<file path="config.mk">
export PLATFORM = sky130hd
export DESIGN_NAME = i2c_eeprom_byte_write_master
export DESIGN_NICKNAME = d
export VERILOG_FILES = /design/src/hw/rtl/i2c_ebw_pkg.sv /design/src/hw/rtl/i2c_eeprom_byte_write_master.sv
export SDC_FILE = /design/constraint.sdc
export NUM_CORES = 1
export LEC_CHECK = 0
export BUFFER_PORTS_ARGS = -buffer_cell sky130_fd_sc_hd__buf_2
export CORE_AREA = 2 2 74 83
export CTS_BUF_LIST = sky130_fd_sc_hd__clkbuf_4 sky130_fd_sc_hd__clkbuf_8 sky130_fd_sc_hd__clkbuf_16
export CTS_CLUSTER_SIZE = 10
export DETAILED_ROUTE_END_ITERATION = 8
export DIE_AREA = 0 0 76 85
export HOLD_SLACK_MARGIN = 0.02
export PLACE_DENSITY = 0.74
export SKIP_CTS_REPAIR_TIMING = 1
export SLEW_MARGIN = 20
export SYNTH_ARGS = -nofsm -noshare
export SYNTH_HDL_FRONTEND = slang
export SYNTH_SLANG_ARGS = --single-unit
</file>
<file path="constraint.sdc">
create_clock -name clk -period 2.8 [get_ports clk]
set_input_delay 0.28 -clock clk [delete_from_list [all_inputs] [get_ports clk]]
set_output_delay 0.28 -clock clk [all_outputs]
set_load 0.1 [all_outputs]
</file>
<file path="src/hw/rtl/i2c_ebw_pkg.sv">
// Shared types and constants for the I2C EEPROM byte-write master.
// Holds the input and result beat layouts, register indexes and reset values.
// No dependencies.
package i2c_ebw_pkg;

  // Configuration register indexes
  localparam int unsigned CFG_IDX_W = 1;
  localparam logic [CFG_IDX_W-1:0] REG_DEV_ADDR  = 1'b0;
  localparam logic [CFG_IDX_W-1:0] REG_ACK_LIMIT = 1'b1;

  // Register reset values
  localparam logic [7:0] DEV_ADDR_RST  = 8'hA0;
  localparam logic [3:0] ACK_LIMIT_RST = 4'd10;

  // Configuration write data is as wide as the widest register
  localparam int unsigned CFG_DATA_W = 8;

  // Sequencer phases
  typedef enum logic [4:0] {
    PH_IDLE  = 5'b00001,
    PH_START = 5'b00010,
    PH_BITS  = 5'b00100,
    PH_ACK   = 5'b01000,
    PH_STOP  = 5'b10000
  } phase_t;

  // One input beat: one bus tick
  typedef struct packed {
    logic       start_request;
    logic [7:0] word_address;
    logic [7:0] write_data;
    logic       sda_sample;
  } in_t;

  // One result beat: line levels and status after the tick
  typedef struct packed {
    logic scl_level;
    logic sda_level;
    logic sda_drive;
    logic busy_res;
    logic done_res;
    logic nack_seen;
  } out_t;

endpackage

</file>
<file path="src/hw/rtl/i2c_eeprom_byte_write_master.sv">
// I2C EEPROM byte-write master: start, three bytes with ack slots, stop.
// Single register stage after the tick sequencer logic: result beat is valid
// the cycle after its input beat, and 1 beat per cycle unless a result stalls.
// A new beat is taken while a result waits if that result is taken the same cycle.
// Reset (rst_n low, synchronous): sequencer idle, both lines high, registers
// at their defaults, no result pending.
module i2c_eeprom_byte_write_master (
  input  logic                                 clk,
  input  logic                                 rst_n,
  input  logic                                 in_valid,
  output logic                                 in_ready,
  input  i2c_ebw_pkg::in_t                     in_data,
  output logic                                 out_valid,
  input  logic                                 out_ready,
  output i2c_ebw_pkg::out_t                    out_data,
  input  logic                                 cfg_valid,
  output logic                                 cfg_ready,
  input  logic [i2c_ebw_pkg::CFG_IDX_W-1:0]    cfg_index,
  input  logic [i2c_ebw_pkg::CFG_DATA_W-1:0]   cfg_data
);
  import i2c_ebw_pkg::*;

  // Configuration registers
  logic [7:0] dev_addr_r;
  logic [3:0] ack_limit_r;

  // Sequencer state
  phase_t     phase_r,    phase_nxt;
  logic [1:0] step_r,     step_nxt;
  logic [1:0] byte_idx_r, byte_idx_nxt;
  logic [2:0] bit_cnt_r,  bit_cnt_nxt;
  logic [3:0] poll_cnt_r, poll_cnt_nxt;
  logic       nack_r,     nack_nxt;
  logic       scl_r,      scl_nxt;
  logic       sda_r,      sda_nxt;
  logic [7:0] shift_r,    shift_nxt;
  logic [7:0] addr_r,     addr_nxt;
  logic [7:0] data_r,     data_nxt;

  // Result register
  logic out_valid_r;
  out_t out_data_r, out_data_nxt;

  logic       accept;
  logic       done;
  logic       drive;
  logic [3:0] limit;
  logic [3:0] poll_inc;
  logic [7:0] load_val;

  assign in_ready  = !out_valid_r || out_ready;
  assign accept    = in_valid && in_ready;
  assign cfg_ready = 1'b1;
  assign out_valid = out_valid_r;
  assign out_data  = out_data_r;

  // Zero limit still samples once
  assign limit    = (ack_limit_r == 4'd0) ? 4'd1 : ack_limit_r;
  assign poll_inc = poll_cnt_r + 4'd1;

  // Next byte to shift out, picked by the byte index after it advances
  always_comb begin
    unique case (byte_idx_nxt)
      2'd0:    load_val = dev_addr_r;
      2'd1:    load_val = addr_r;
      default: load_val = data_r;
    endcase
  end

  // Tick sequencer
  always_comb begin
    phase_nxt    = phase_r;
    step_nxt     = step_r;
    byte_idx_nxt = byte_idx_r;
    bit_cnt_nxt  = bit_cnt_r;
    poll_cnt_nxt = poll_cnt_r;
    nack_nxt     = nack_r;
    scl_nxt      = scl_r;
    sda_nxt      = sda_r;
    shift_nxt    = shift_r;
    addr_nxt     = addr_r;
    data_nxt     = data_r;
    done         = 1'b0;

    unique case (phase_r)
      PH_START: begin
        if (step_r == 2'd0) begin
          sda_nxt  = 1'b0;
          step_nxt = 2'd1;
        end else begin
          scl_nxt     = 1'b0;
          shift_nxt   = load_val;
          bit_cnt_nxt = 3'd0;
          phase_nxt   = PH_BITS;
          step_nxt    = 2'd0;
        end
      end
      PH_BITS: begin
        if (step_r == 2'd0) begin
          sda_nxt  = shift_r[7];
          step_nxt = 2'd1;
        end else if (step_r == 2'd1) begin
          scl_nxt  = 1'b1;
          step_nxt = 2'd2;
        end else begin
          scl_nxt   = 1'b0;
          shift_nxt = {shift_r[6:0], 1'b0};
          step_nxt  = 2'd0;
          if (bit_cnt_r == 3'd7) begin
            phase_nxt = PH_ACK;
          end else begin
            bit_cnt_nxt = bit_cnt_r + 3'd1;
          end
        end
      end
      PH_ACK: begin
        if (step_r == 2'd0) begin
          // release SDA, raise SCL
          sda_nxt      = 1'b1;
          scl_nxt      = 1'b1;
          poll_cnt_nxt = 4'd0;
          step_nxt     = 2'd1;
        end else if (step_r == 2'd1) begin
          if (!in_data.sda_sample) begin
            step_nxt = 2'd2;
          end else begin
            poll_cnt_nxt = poll_inc;
            if (poll_inc >= limit) begin
              nack_nxt = 1'b1;
              step_nxt = 2'd2;
            end
          end
        end else begin
          scl_nxt  = 1'b0;
          step_nxt = 2'd0;
          if (byte_idx_r != 2'd2 && byte_idx_r != 2'd3) begin
            byte_idx_nxt = byte_idx_r + 2'd1;
            shift_nxt    = load_val;
            bit_cnt_nxt  = 3'd0;
            phase_nxt    = PH_BITS;
          end else begin
            phase_nxt = PH_STOP;
          end
        end
      end
      PH_STOP: begin
        if (step_r == 2'd0) begin
          sda_nxt  = 1'b0;
          step_nxt = 2'd1;
        end else if (step_r == 2'd1) begin
          scl_nxt  = 1'b1;
          step_nxt = 2'd2;
        end else begin
          sda_nxt   = 1'b1;
          done      = 1'b1;
          phase_nxt = PH_IDLE;
          step_nxt  = 2'd0;
        end
      end
      default: begin
        // idle: lines high, wait for a start request
        phase_nxt = PH_IDLE;
        step_nxt  = 2'd0;
        scl_nxt   = 1'b1;
        sda_nxt   = 1'b1;
        if (in_data.start_request) begin
          addr_nxt     = in_data.word_address;
          data_nxt     = in_data.write_data;
          nack_nxt     = 1'b0;
          byte_idx_nxt = 2'd0;
          bit_cnt_nxt  = 3'd0;
          poll_cnt_nxt = 4'd0;
          phase_nxt    = PH_START;
        end
      end
    endcase

    // Result beat from the updated state
    drive                  = !(phase_nxt == PH_ACK && step_nxt != 2'd0);
    out_data_nxt.scl_level = scl_nxt;
    out_data_nxt.sda_level = drive ? sda_nxt : 1'b1;
    out_data_nxt.sda_drive = drive;
    out_data_nxt.busy_res  = (phase_nxt != PH_IDLE);
    out_data_nxt.done_res  = done;
    out_data_nxt.nack_seen = nack_nxt;
  end

  // Control state and configuration
  always_ff @(posedge clk) begin
    if (!rst_n) begin
      dev_addr_r  <= DEV_ADDR_RST;
      ack_limit_r <= ACK_LIMIT_RST;
      phase_r     <= PH_IDLE;
      step_r      <= 2'd0;
      byte_idx_r  <= 2'd0;
      bit_cnt_r   <= 3'd0;
      poll_cnt_r  <= 4'd0;
      nack_r      <= 1'b0;
      scl_r       <= 1'b1;
      sda_r       <= 1'b1;
      out_valid_r <= 1'b0;
    end else begin
      if (cfg_valid) begin
        unique case (cfg_index)
          REG_DEV_ADDR:  dev_addr_r  <= cfg_data[7:0];
          REG_ACK_LIMIT: ack_limit_r <= cfg_data[3:0];
          default:       ;
        endcase
      end
      if (accept) begin
        phase_r    <= phase_nxt;
        step_r     <= step_nxt;
        byte_idx_r <= byte_idx_nxt;
        bit_cnt_r  <= bit_cnt_nxt;
        poll_cnt_r <= poll_cnt_nxt;
        nack_r     <= nack_nxt;
        scl_r      <= scl_nxt;
        sda_r      <= sda_nxt;
      end
      if (accept) begin
        out_valid_r <= 1'b1;
      end else if (out_ready) begin
        out_valid_r <= 1'b0;
      end
    end
  end

  // Payload registers
  always_ff @(posedge clk) begin
    if (accept) begin
      shift_r    <= shift_nxt;
      addr_r     <= addr_nxt;
      data_r     <= data_nxt;
      out_data_r <= out_data_nxt;
    end
  end

endmodule

</file>
### After elaboration in Yosys (flattened, before gate mapping)

Cells that the tools add are included.

| storage, ports and cells | value |
|---|---|
| word-level logic and storage cells | 142 |
| flip-flop bits (word level) | 62 |
| output and inout port bits | 9 |
| bits of input ports | 32 |

| cells by class | value |
|---|---|
| bitwise gates (word level) | 4 |
| equality and inequality tests | 20 |
| reduce and logical (&&, ||, !) cells | 24 |
| multiplexer cells | 70 |
| $lt $le $gt $ge | 1 |
| add/subtract/negate cells | 3 |

Operators by type and width:

| kind | number |
|---|---|
| two-way mux 8 bit | 6 |
| two-way mux 5 bit | 9 |
| two-way mux 3 bit | 8 |
| one-hot mux 8 bit (3 select lines) | 1 |
| two-way mux 2 bit | 11 |
| two-way mux 1 bit | 21 |
| two-way mux 4 bit | 5 |
| one-hot mux 5 bit (4 select lines) | 1 |
| != test 2 bit (second input constant) | 9 |
| one-hot mux 8 bit (2 select lines) | 1 |
| one-hot mux 3 bit (4 select lines) | 1 |
| equality test 5 x 4 -> 1 bit (second input constant) | 2 |
| AND reduction 10 bit | 1 |
| one-hot mux 1 bit (4 select lines) | 2 |
| one-hot mux 4 bit (2 select lines) | 1 |
| AND reduction 8 bit | 1 |
| != test 3 bit (second input constant) | 2 |
| one-hot mux 2 bit (3 select lines) | 1 |
| nonzero test 2 bit | 3 |
| equality test 5 x 2 -> 1 bit (second input constant) | 1 |
| equality test 5 x 3 -> 1 bit (second input constant) | 1 |
| equality test 5 bit (second input constant) | 1 |
| != test 5 x 1 -> 1 bit (second input constant) | 1 |
| AND reduction 5 bit | 1 |
| other kinds (21) | 31 |

### Depth between registers and ports, before layout

Gate-level depths: netlist (run 1).

| logic depth | value |
|---|---|
| depth after elaboration | 12 |
| gate-level depth with buffers | 9 |
| depth with buffers taken out | 9 |

### Least setup slack after synthesis (run 1)

Ideal clock, no wire load.

| timing path | value |
|---|---|
| path type | register -> register |
| from | register out_valid_r (netlist: out_valid) |
| to | register shift_r[0], enable pin |
| buffers on the path | 1 |
| library setup time | 0.370 ns |
| clock period less this slack | 3.251 ns |
| slack | -0.451 ns |
| arrival | 2.880 ns |
| data required time | 2.430 ns |
| cell stages (with the launch flop) | 7 |
| path through | dfxtp_1 > nand2b_1 > nand2_1 > inv_1 > clkbuf_1 > nand3_1 > nor2_1 |

| between the ends | value |
|---|---|
| longest elaborated chain between the ends | 4 |

RTL lines:

| element | line | RTL |
|---|---|---|
| from (decl) | i2c_eeprom_byte_write_master.sv:41 | `logic out_valid_r;` |
| from (signal assigned) | i2c_eeprom_byte_write_master.sv:201 | `out_valid_r <= 1'b0;` |
| from (signal assigned) | i2c_eeprom_byte_write_master.sv:221 | `out_valid_r <= 1'b1;` |
| from (signal assigned) | i2c_eeprom_byte_write_master.sv:223 | `out_valid_r <= 1'b0;` |
| zero test 1 bit | i2c_eeprom_byte_write_master.sv:51 | `assign in_ready = !out_valid_r \|\| out_ready;` |
| logical OR 1 bit | i2c_eeprom_byte_write_master.sv:51 |  |
| named net in_ready | i2c_eeprom_byte_write_master.sv:11 | `output logic in_ready,` |
| logical AND 1 bit | i2c_eeprom_byte_write_master.sv:52 | `assign accept = in_valid && in_ready;` |
| named net accept | i2c_eeprom_byte_write_master.sv:44 | `logic accept;` |
| AND reduction 8 bit (no line) | n/a |  |
| to (signal assigned) | i2c_eeprom_byte_write_master.sv:231 | `shift_r <= shift_nxt;` |
| to (decl) | i2c_eeprom_byte_write_master.sv:36 | `logic [7:0] shift_r, shift_nxt;` |

The timed path passes the listed nets, and every way through them passes these cells.
A chain may end at the register's enable or synchronous reset.

### Worst setup path after layout (run 1)

| timing path | value |
|---|---|
| from | register phase_r[3] |
| to | register shift_r[2] (data pin) |

| between the ends | value |
|---|---|
| longest elaborated chain between the ends | 9 |
| elaborated cells between the ends (all ways) | 14 |
| classes of those cells | eq/ne (5); mux (7); reduce/logical (2) |

RTL lines:

| element | line | RTL |
|---|---|---|
| from (decl) | i2c_eeprom_byte_write_master.sv:28 | `phase_t phase_r, phase_nxt;` |
| from (signal assigned) | i2c_eeprom_byte_write_master.sv:211 | `phase_r <= phase_nxt;` |
| equality test 5 bit, or another cell as far along | i2c_eeprom_byte_write_master.sv:85 | `unique case (phase_r)` |
| OR reduction 3 bit (no line) | n/a |  |
| one-hot mux 2 bit (2 select lines) | i2c_eeprom_byte_write_master.sv:85 |  |
| equality test 2 x 1 -> 1 bit / zero test 2 bit (equally long branches) | i2c_eeprom_byte_write_master.sv:63 | `unique case (byte_idx_nxt)` |
| one-hot mux 8 bit (2 select lines) | i2c_eeprom_byte_write_master.sv:63 |  |
| two-way mux 8 bit | i2c_eeprom_byte_write_master.sv:136 | `if (byte_idx_r != 2'd2 && byte_idx_r != 2'd3) begin` |
| two-way mux 8 bit | i2c_eeprom_byte_write_master.sv:123 | `end else if (step_r == 2'd1) begin` |
| two-way mux 8 bit | i2c_eeprom_byte_write_master.sv:117 | `if (step_r == 2'd0) begin` |
| one-hot mux 8 bit (3 select lines) (*) | i2c_eeprom_byte_write_master.sv:85 |  |
| named net shift_nxt[2] | i2c_eeprom_byte_write_master.sv:36 |  |

Mark *: on every way through the listed nets, which the timed path passes. The rest lies on a longest branch. The select of a mux whose other input is x is not followed.

==> metrics.md, run 1 <==
| Metric | Value |
|---|---|
| Final HPWL DP | `4.378 mm` |
| Crit path kind | `flip-flop to flip-flop` |
| IO Count | `41` |
| TNS Setup | `0 ns` |
| Drt total wl | `6.317 mm` |
| Post-Syn Area | `3077 sq um` |
| Minimum clock period | `2.548 ns` |
| Slew margin rel. | `61.39%` |
| Slew Viols, Final | `0` |
| Initial antenna violation count | `0` |
| Async SR Flop Fraction | `0%` |
| Die height | `85 um` |
| Row cnt | `29` |
| Residual DRC | `0` |
| Worst-skew pair later-pin latency | `0.34 ns` |
| WP data arrival | `2.62 ns` |
| CTS tree | `yes` |
| Maximum clock path buffer count | `2` |
| Routability Congestion | `0.8677` |
| Status | `complete, no violations` |
| Total CTS buffers | `9` |
| Core area | `5624 sq um` |
| Synth warnings | `0` |
| Final global-route overflow total | `0` |
| Hold Vio Cnt, Final | `0` |
| R2R Setup Slk | `0.25 ns` |
| Instance count of the mapped netlist | `319` |
| Clock root cell | `clkbuf_8` |
| DRT Pass-1 Iters | `4` |
| Synth cell types | `53` |
| Worst endpoint required time | `2.87 ns` |
| Fillers | `477` |
| RSZ-0062 raised after global routing | `false` |
| Top cells by area, synth | `edfxtp_1 29%, dfxtp_1 21%, nand2_1 5.0%, a21oi_1 4.6%, ha_1 4.1%` |
| Commonest register cell after synthesis | `dfxtp_1` |
| Critical Path End Type | `flip-flop` |
| Worst slew pin tran | `0.5781 ns` |
| Post-synth EDFFs | `30` |
| Hold Path Class | `input port to flip-flop` |
| Number of global-route vias before repair | `2295` |
| CTS sink count | `62` |
| Largest net degree at the start of global routing | `24` |
| Initial Utilization | `54.71%` |
| Seq/Total Area, Yosys | `50.10%` |
| Maxcap violations | `0` |
| Final setup vio count | `0` |
| IO Port Bufs | `39` |
| GR Util All Layers | `20.31%` |
| Mean Syn Cell Area | `9.645 sq um` |
| Layout area overhead | `14.68%` |
| ANT cells | `0` |
| Vias per inst | `5.511` |
| Chip Width | `76 um` |
| First-pass GRT wire length | `10.37 mm` |
| Clk_skew | `0.004609 ns` |
| Avg WL per Cell | `14.42 um` |
| CP Max Fanout | `11` |
| Crit share post-route | `91.01%` |
| Syn Nets | `361` |
| Vias | `2414` |
| PwrDens | `601.4 nW/um^2` |
| Final setup margin | `0.2518 ns` |
| Area leader, netlist | `edfxtp_1` |
| Final #Nets | `398` |
| Max VDD drop | `0.4451 mV` |
| Post-route ant nets | `0` |
| Leakage | `1.377 nW` |
| Max Fclk | `392.4 MHz` |
| DRT iter0 DRCs | `200` |
| Register bit count reported by yosys | `62` |
| Layout cells sized above 1 | `18.84%` |
| Worst slack, placed | `0.2972 ns` |
| H-tree levels | `3` |
| Synth top area share | `29.28%` |
| CTS clock-pin slew for the worst setup and hold paths | `0.07 ns` |
| Startpoint Class | `flip-flop` |
| Die footprint | `6460 sq um` |
critical path, cell delays in order, from the launching register on:
cell      delay [ns]
dfxtp_1         0.57
or2b_1          0.36
nand2b_1        0.27
nor2_1          0.26
o211a_1         0.46
mux2i_1         0.27
a21oi_1         0.09
worst paths after layout:
| kind | start | endpoint | cells past startpoint |
|---|---|---|---|
| worst max register to register | phase_r[3] | shift_r[2] | 6 |
| worst min register to register | ack_limit_r[2] | ack_limit_r[2] | 2 |
| worst min-delay path | in_data[9] | addr_r[0] | 1 |
| worst max-delay path | phase_r[3] | shift_r[2] | 6 |
stage by stage:
step	hold WS, ns	instances	cell area, sq um	util (%)	power, mW
2_1_floorplan	0.3789	319	3084	-	1.207
3_3_place_gp	0.4449	422	3308	58.82	1.260
3_5_place_dp	0.4461	422	3308	58.82	1.266
4_1_cts	0.1011	438	3528	62.74	2.134
5_1_grt	0.08974	438	3528	62.74	2.202
6_report	0.1091	438	3528	62.74	2.122
where the power goes:
group	leakage (nW)	total [mW]	switching, mW	internal, mW
sequential	0.537	1.02	0.0279	0.990
combinational	0.736	0.231	0.157	0.0738
clock	0.104	0.873	0.370	0.504
synth_stat cells, drive strengths merged (2+ instances only):
| library cell | number |
|---|---|
| inv | 14 |
| o21a | 3 |
| nor3 | 3 |
| o211a | 2 |
| nor2b | 6 |
| o211ai | 5 |
| o21ai | 13 |
| or3 | 3 |
| edfxtp | 30 |
| o31ai | 2 |
| buf | 10 |
| o41ai | 2 |
| dfxtp | 32 |
| ha | 10 |
| mux2i | 10 |
| o2bb2ai | 7 |
| nand4 | 3 |
| xnor2 | 4 |
| clkbuf | 9 |
| a21boi | 7 |
| nand2 | 41 |
| nand2b | 5 |
| nand3 | 15 |
| a2111oi | 3 |
| a21oi | 28 |
| nor2 | 31 |
| a31oi | 2 |
area by class of cell:
| class | instances | area (sq um) | share of cell area (%) |
|---|---|---|---|
| Tap cell | 77 | 96.34 | 2.730 |
| Clock inverter | 7 | 96.34 | 2.730 |
| Multi-Input combinational cell | 224 | 1378 | 39.04 |
| Timing Repair Buffer | 45 | 240.2 | 6.809 |
| Inverter | 14 | 52.55 | 1.489 |
| Sequential cell | 62 | 1541 | 43.69 |
| Clock buffer | 9 | 123.9 | 3.511 |
sequential cells by signal, indices dropped and copies added, names as in the netlist:
signal,count
scl_r,1
out_valid,1
poll_cnt_r,4
step_r,2
dev_addr_r,8
nack_r,1
bit_cnt_r,3
out_data,6
byte_idx_r,2
addr_r,8
ack_limit_r,4
phase_r,5
shift_r,8
data_r,8
sda_r,1
cell usage in the layout (no fill, tap or decap), types with 7 or more instances in the layout:
master	instances
buf_2	39
nor2_1	30
nand3_1	15
inv_1	14
ha_1	10
a21oi_1	28
mux2i_1	10
edfxtp_1	30
nand2_1	41
dfxtp_1	32
clkbuf_8	9
o2bb2ai_1	7
o21ai_0	13
cell families (layout without fill, tap and decap cells):
logic type | Yosys count | in the layout | synth area share (%)
adders and majority gates | 10 | 10 | 4.067
buffers and inverters | 33 | 75 | 5.368
and+or+nand+nor | 117 | 117 | 18.30
muxes | 10 | 10 | 3.253
other | 1 | 1 | 0.1219
xor gates and xnor gates | 5 | 5 | 1.423
AOI/OAI and AO/OA | 81 | 81 | 17.37
DFF | 62 | 62 | 50.10
metal layers:
layer | up-vias | part of all wire, % | global-route usage [%]
met2 | 71 | 48 | 33.44
met4 | 0 | 3.0 | 10.58
li1 | 1218 | - | -
met3 | 22 | 4.3 | 5.319
met5 | - | 0 | 0
met1 | 1103 | 45 | 24.76
(Power assumes the default switching activity.)
==> inputs of run 2 (changes only) <==
==> constraint.sdc (replaced) <==
create_clock -name clk -period 2.9 [get_ports clk]
set_input_delay 0.29 -clock clk [delete_from_list [all_inputs] [get_ports clk]]
set_output_delay 0.29 -clock clk [all_outputs]
set_load 0.1 [all_outputs]
==> run 2 against run 1 <==
Net effect:
- sequential power fell by 4%
- wire length down 2.7%
- sequential cell count unchanged
- global-route usage shrank 0.10 points
- die area is the same
- fmax shrank 0.53%
- worst hold slack improved by 0.0063 ns
- combinational power shrank 5%
- clock power decreased by 21%
- critical endpoint unchanged
- largest cell class unchanged
- highest routed layer unchanged
==> metrics.md, run 2 (synthesis gave the netlist of run 1 again) <==
| Metric | Value |
|---|---|
| GR Util All Layers | `20.21%` |
| Seq pwr share | `51.9%` |
| Die footprint | `6460 sq um` |
| Maxcap violations | `0` |
| Final global-route overflow total | `0` |
| PwrDens | `544.7 nW/um^2` |
| Chip Width | `76 um` |
| Vias per inst | `5.475` |
| Slew Viols, Final | `0` |
| Total CTS buffers | `9` |
| Switch share | `28.76%` |
| CTS clock-pin slew for the worst setup and hold paths | `0.08 ns` |
| Final setup vio count | `0` |
| Maximum clock path buffer count | `2` |
| ANT cells | `0` |
| Crit path cell chain | `or2b_1, nand2b_1, nor2_1, o211a_1, mux2i_1, a21oi_1` |
| Layout cells sized above 1 | `18.66%` |
| IO Port Bufs | `39` |
| CTS tree | `yes` |
| DRT iter0 DRCs | `159` |
| Worst-skew pair later-pin latency | `0.34 ns` |
| Number of global-route vias before repair | `2290` |
| Worst slew pin tran | `0.6113 ns` |
| Status | `complete, no violations` |
| Post-route ant nets | `0` |
| Commonest cells after routing, fill and taps aside | `41 x nand2_1, 39 x buf_2, 32 x dfxtp_1` |
| TNS Setup | `0 ns` |
| Slowest stage delay, CP | `0.56 ns` |
| Startpoint Class | `flip-flop` |
| Clk pwr share | `36.5%` |
| CTS sink count | `62` |
| Max Fclk | `390.4 MHz` |
| IO Count | `41` |
| Crit share post-route | `88.33%` |
| R2r startpoint | `phase_r[3]` |
| DRT Pass-1 Iters | `4` |
| H-tree levels | `3` |
| Slew margin rel. | `59.19%` |
| Hold Path Class | `input port to flip-flop` |
| Core area | `5624 sq um` |
| Max VDD drop | `0.5688 mV` |
| CP Max Fanout | `11` |
| Fin util | `61.69%` |
| Worst Setup SP | `phase_r[3]` |
| Minimum clock period | `2.562 ns` |
| CP max stage cell | `dfxtp_1` |
| Leakage | `1.352 nW` |
| Crit path kind | `flip-flop to flip-flop` |
| Final #Nets | `396` |
| Initial Utilization | `54.71%` |
| Hold Vio Cnt, Final | `0` |
| Die height | `85 um` |
| Worst-case hold slack | `0.1154 ns` |
| Drt total wl | `6.148 mm` |
| Hold_sp | `in_data[13]` |
| R2R depth | `6` |
| Clock root cell | `clkbuf_8` |
| P_sw | `0.5435 mW` |
| RSZ-0062 raised after global routing | `false` |
| Final HPWL DP | `4.255 mm` |
| Residual DRC | `0` |
| Comb pwr share | `11.6%` |
| Critical Path End Type | `flip-flop` |
| Routability Congestion | `0.9650` |
| First-pass GRT wire length | `10.49 mm` |
| Initial antenna violation count | `0` |
| Worst endpoint required time | `2.98 ns` |
| Hold path cells | `1` |
| Vias | `2387` |
| Row cnt | `29` |
| Largest net degree at the start of global routing | `25` |
| Clk_skew | `0.007913 ns` |
| Most common cell after layout, fill and taps aside | `nand2_1` |
| WP data arrival | `2.64 ns` |
| Avg WL per Cell | `14.10 um` |
| P_int | `1.346 mW` |
| Layout area overhead | `12.77%` |
[run 2: cell count changes in the layout (fill, tap and decap cells not counted), sizes merged]
cell      change
bufinv        -2
inv           +1
clkinvlp      -2
buf           -2
clkinv        +3
[run 2: through the flow]
stage	setup slack (ns)	power, mW	area (sq um)	instances
after floorplan	0.02136	1.165	3079	319
after global placement	0.5298	1.215	3288	420
after detailed placement	0.4091	1.219	3288	420
after CTS	0.3741	1.908	3470	436
after global routing	0.1832	1.971	3470	436
final	0.3383	1.890	3470	436
[run 2: routing by layer]
| metal | track usage (%) | vias up | share of wire [%] |
|---|---|---|---|
| met4 | 8.099 | 0 | 2.0 |
| met2 | 33.52 | 63 | 48 |
| met3 | 5.106 | 11 | 4.4 |
| li1 | - | 1208 | - |
| met5 | 0 | - | 0 |
| met1 | 25.55 | 1105 | 45 |
[run 2: power groups by stage]
| stage | sequential (mW) | clock (mW) | combinational [mW] |
|---|---|---|---|
| floorplan | 1.02 | 0 | 0.141 |
| global placement | 1.00 | 0 | 0.214 |
| detailed placement | 1.00 | 0 | 0.218 |
| CTS | 0.981 | 0.708 | 0.219 |
| global route | 0.986 | 0.744 | 0.241 |
| finish | 0.981 | 0.689 | 0.219 |
[run 2: final timing paths]
path,to,slack [ns]
max reg2reg,shift_r[2],0.34
min reg2reg,ack_limit_r[0],0.46
max,shift_r[2],0.34
min,addr_r[4],0.12
[run 2: area by class of cell]
cell class                      count  area, sq um
Sequential cell                    62         1541
Clock buffer                        9        123.9
Timing Repair Buffer               43        225.2
Clock inverter                      7        57.56
Tap cell                           77        96.34
Inverter                           14        52.55
Multi-Input combinational cell    224         1373
Fill cell                         482         2155
[run 2: worst max-delay path: cells and delay by family, from the launching register on]
family / cells / cell delay [ns]
simple gates: 3 / 0.89
flops: 1 / 0.56
compound gates: 2 / 0.56
mux: 1 / 0.27
==> inputs of run 3 (changes only) <==
--- a/config.mk
+++ b/config.mk
@@ -12,6 +12,7 @@
 export DETAILED_ROUTE_END_ITERATION = 8
 export DIE_AREA = 0 0 76 85
 export HOLD_SLACK_MARGIN = 0.02
+export MAX_ROUTING_LAYER = met4
 export PLACE_DENSITY = 0.74
 export SKIP_CTS_REPAIR_TIMING = 1
 export SLEW_MARGIN = 20
==> run 3 against run 2 <==
Net effect:
- largest cell class unchanged
- die area unchanged
- combinational power about the same
- worst hold slack worse by 0.0020 ns
- sequential cell count did not move
- total power grew 0.14%
- non-clock buffer count is the same
- utilization unchanged
- register-to-register slack about the same
- highest routed layer unchanged
- first-iteration DRC count is 0.63% lower
- clock skew is 0.0014 ns lower
- design area is the same
==> metrics.md, run 3 (synthesis gave the netlist of run 1 again) <==
| Metric | Value |
|---|---|
| Status | `complete, no violations` |
| Initial Utilization | `54.71%` |
| Vias per inst | `5.438` |
| Dpl cells | `420` |
| Met3 WL post-DR | `334 um` |
| PwrDens | `545.4 nW/um^2` |
| Slew margin rel. | `59.98%` |
| Worst endpoint required time | `2.98 ns` |
| Initial antenna violation count | `0` |
| CP Max Fanout | `11` |
| Final std cells w/o fill | `436` |
| Startpoint Class | `flip-flop` |
| Routability Congestion | `0.9829` |
| DRT Pass-1 Iters | `5` |
| Final HPWL DP | `4.255 mm` |
| Clk_skew | `0.006545 ns` |
| Maximum clock path buffer count | `2` |
| R2r startpoint | `phase_r[3]` |
| IO Count | `41` |
| Most common cell after layout, fill and taps aside | `nand2_1` |
| Clock root cell | `clkbuf_8` |
| Row cnt | `29` |
| Wl on met1 | `2.692 mm` |
| RSZ-0062 raised after global routing | `false` |
| Residual DRC | `0` |
| Largest net degree at the start of global routing | `25` |
| Layout cells sized above 1 | `18.66%` |
| Post-route ant nets | `0` |
| Leakage | `1.352 nW` |
| Max Fclk | `392.4 MHz` |
| Worst-case hold slack | `0.1134 ns` |
| R2R Setup Slk | `0.35 ns` |
| Slowest stage delay, CP | `0.57 ns` |
| Final setup vio count | `0` |
| Hold Path Class | `input port to flip-flop` |
| Hold Vio Cnt, Final | `0` |
| TNS Setup | `0 ns` |
| ANT cells | `0` |
| GR Util All Layers | `20.83%` |
| Worst slack, placed | `0.4091 ns` |
| IO Port Bufs | `39` |
| DR top layer | `met4` |
| Core area | `5624 sq um` |
| Max VDD drop | `0.5650 mV` |
| Hold path cells | `1` |
| CTS sink count | `62` |
| Avg WL per Cell | `13.97 um` |
| Crit path cell chain | `or2b_1, nand2b_1, nor2_1, o211a_1, mux2i_1, a21oi_1` |
| Drt total wl | `6.091 mm` |
| H-tree levels | `3` |
| Minimum clock period | `2.548 ns` |
| Hold endpoint | `addr_r[4]` |
| Crit path buffers/inverters | `0` |
| Total chip power | `1.892 mW` |
| DRT iter0 DRCs | `158` |
| Commonest cells after routing, fill and taps aside | `41 x nand2_1, 39 x buf_2, 32 x dfxtp_1` |
| Slew Viols, Final | `0` |
| CTS tree | `yes` |
| Worst slew pin tran | `0.5995 ns` |
| CTS clock-pin slew for the worst setup and hold paths | `0.08 ns` |
| Maxcap violations | `0` |
| Worst-skew pair later-pin latency | `0.34 ns` |
| Final global-route overflow total | `0` |
| Met2 wire length | `2.943 mm` |
| Final #Nets | `396` |
| Chip Width | `76 um` |
| Die footprint | `6460 sq um` |
| FF-to-FF End | `shift_r[2]` |
| Vias | `2371` |
| Hold_sp | `in_data[13]` |
| Crit share post-route | `87.87%` |
| R2R depth | `6` |
| Critical Path End Type | `flip-flop` |
| Layout area overhead | `12.77%` |
| Crit path kind | `flip-flop to flip-flop` |
| Critical path's top delay family | `simple AND/OR/NAND/NOR gates` |
| WP data arrival | `2.63 ns` |
| First-pass GRT wire length | `10.47 mm` |
| Die height | `85 um` |
| Total CTS buffers | `9` |
| CP max stage cell | `dfxtp_1` |
| Number of global-route vias before repair | `2294` |
| Final setup margin | `0.3519 ns` |
run 3: cell counts in the layout (fill, tap and decap cells not counted):
Identical to the previous run, type by type.
run 3: stage by stage:
step	area, sq um	utilization, %
after floorplan	3079	-
after global placement	3288	58.47
after detailed placement	3288	58.47
after CTS	3470	61.69
after global routing	3470	61.69
final	3470	61.69
run 3: how the worst max path moves through the flow:
| stage | from | endpoint | slack, ns | cells after the start |
|---|---|---|---|---|
| after floorplan | out_valid | shift_r[0] | 0.02 | 6 |
| after global placement | phase_r[3] | shift_r[5] | 0.53 | 6 |
| after detailed placement | phase_r[3] | shift_r[2] | 0.41 | 6 |
| after CTS | phase_r[3] | shift_r[2] | 0.37 | 6 |
| after global routing | phase_r[3] | shift_r[2] | 0.18 | 6 |
| final | phase_r[3] | shift_r[2] | 0.35 | 6 |
run 3: metal layers:
layer	track usage [%]	vias to the layer above
met1	25.55	1081
li1	-	1209
met5	-	-
met3	5.106	12
met2	33.52	69
met4	8.099	0
run 3: report_power, final:
| part | switching (mW) | total, mW | internal [mW] |
|---|---|---|---|
| logic | 0.149 | 0.218 | 0.0697 |
| registers | 0.0258 | 0.981 | 0.955 |
| clock network | 0.372 | 0.693 | 0.321 |
run 3: cell type report:
| cell class | count | area (sq um) |
|---|---|---|
| Timing Repair Buffer | 43 | 225.2 |
| Tap cell | 77 | 96.34 |
| Multi-Input combinational cell | 224 | 1373 |
| Inverter | 14 | 52.55 |
| Sequential cell | 62 | 1541 |
| Clock buffer | 9 | 123.9 |
| Fill cell | 482 | 2155 |
| Clock inverter | 7 | 57.56 |
run 3: worst reg2reg max path: cells and delay by family (launching register included):
kind / cells / cell delay [ns]
and+or+nand+nor: 3 / 0.89
AOI/OAI and AO/OA: 2 / 0.56
DFF: 1 / 0.57
muxes: 1 / 0.28
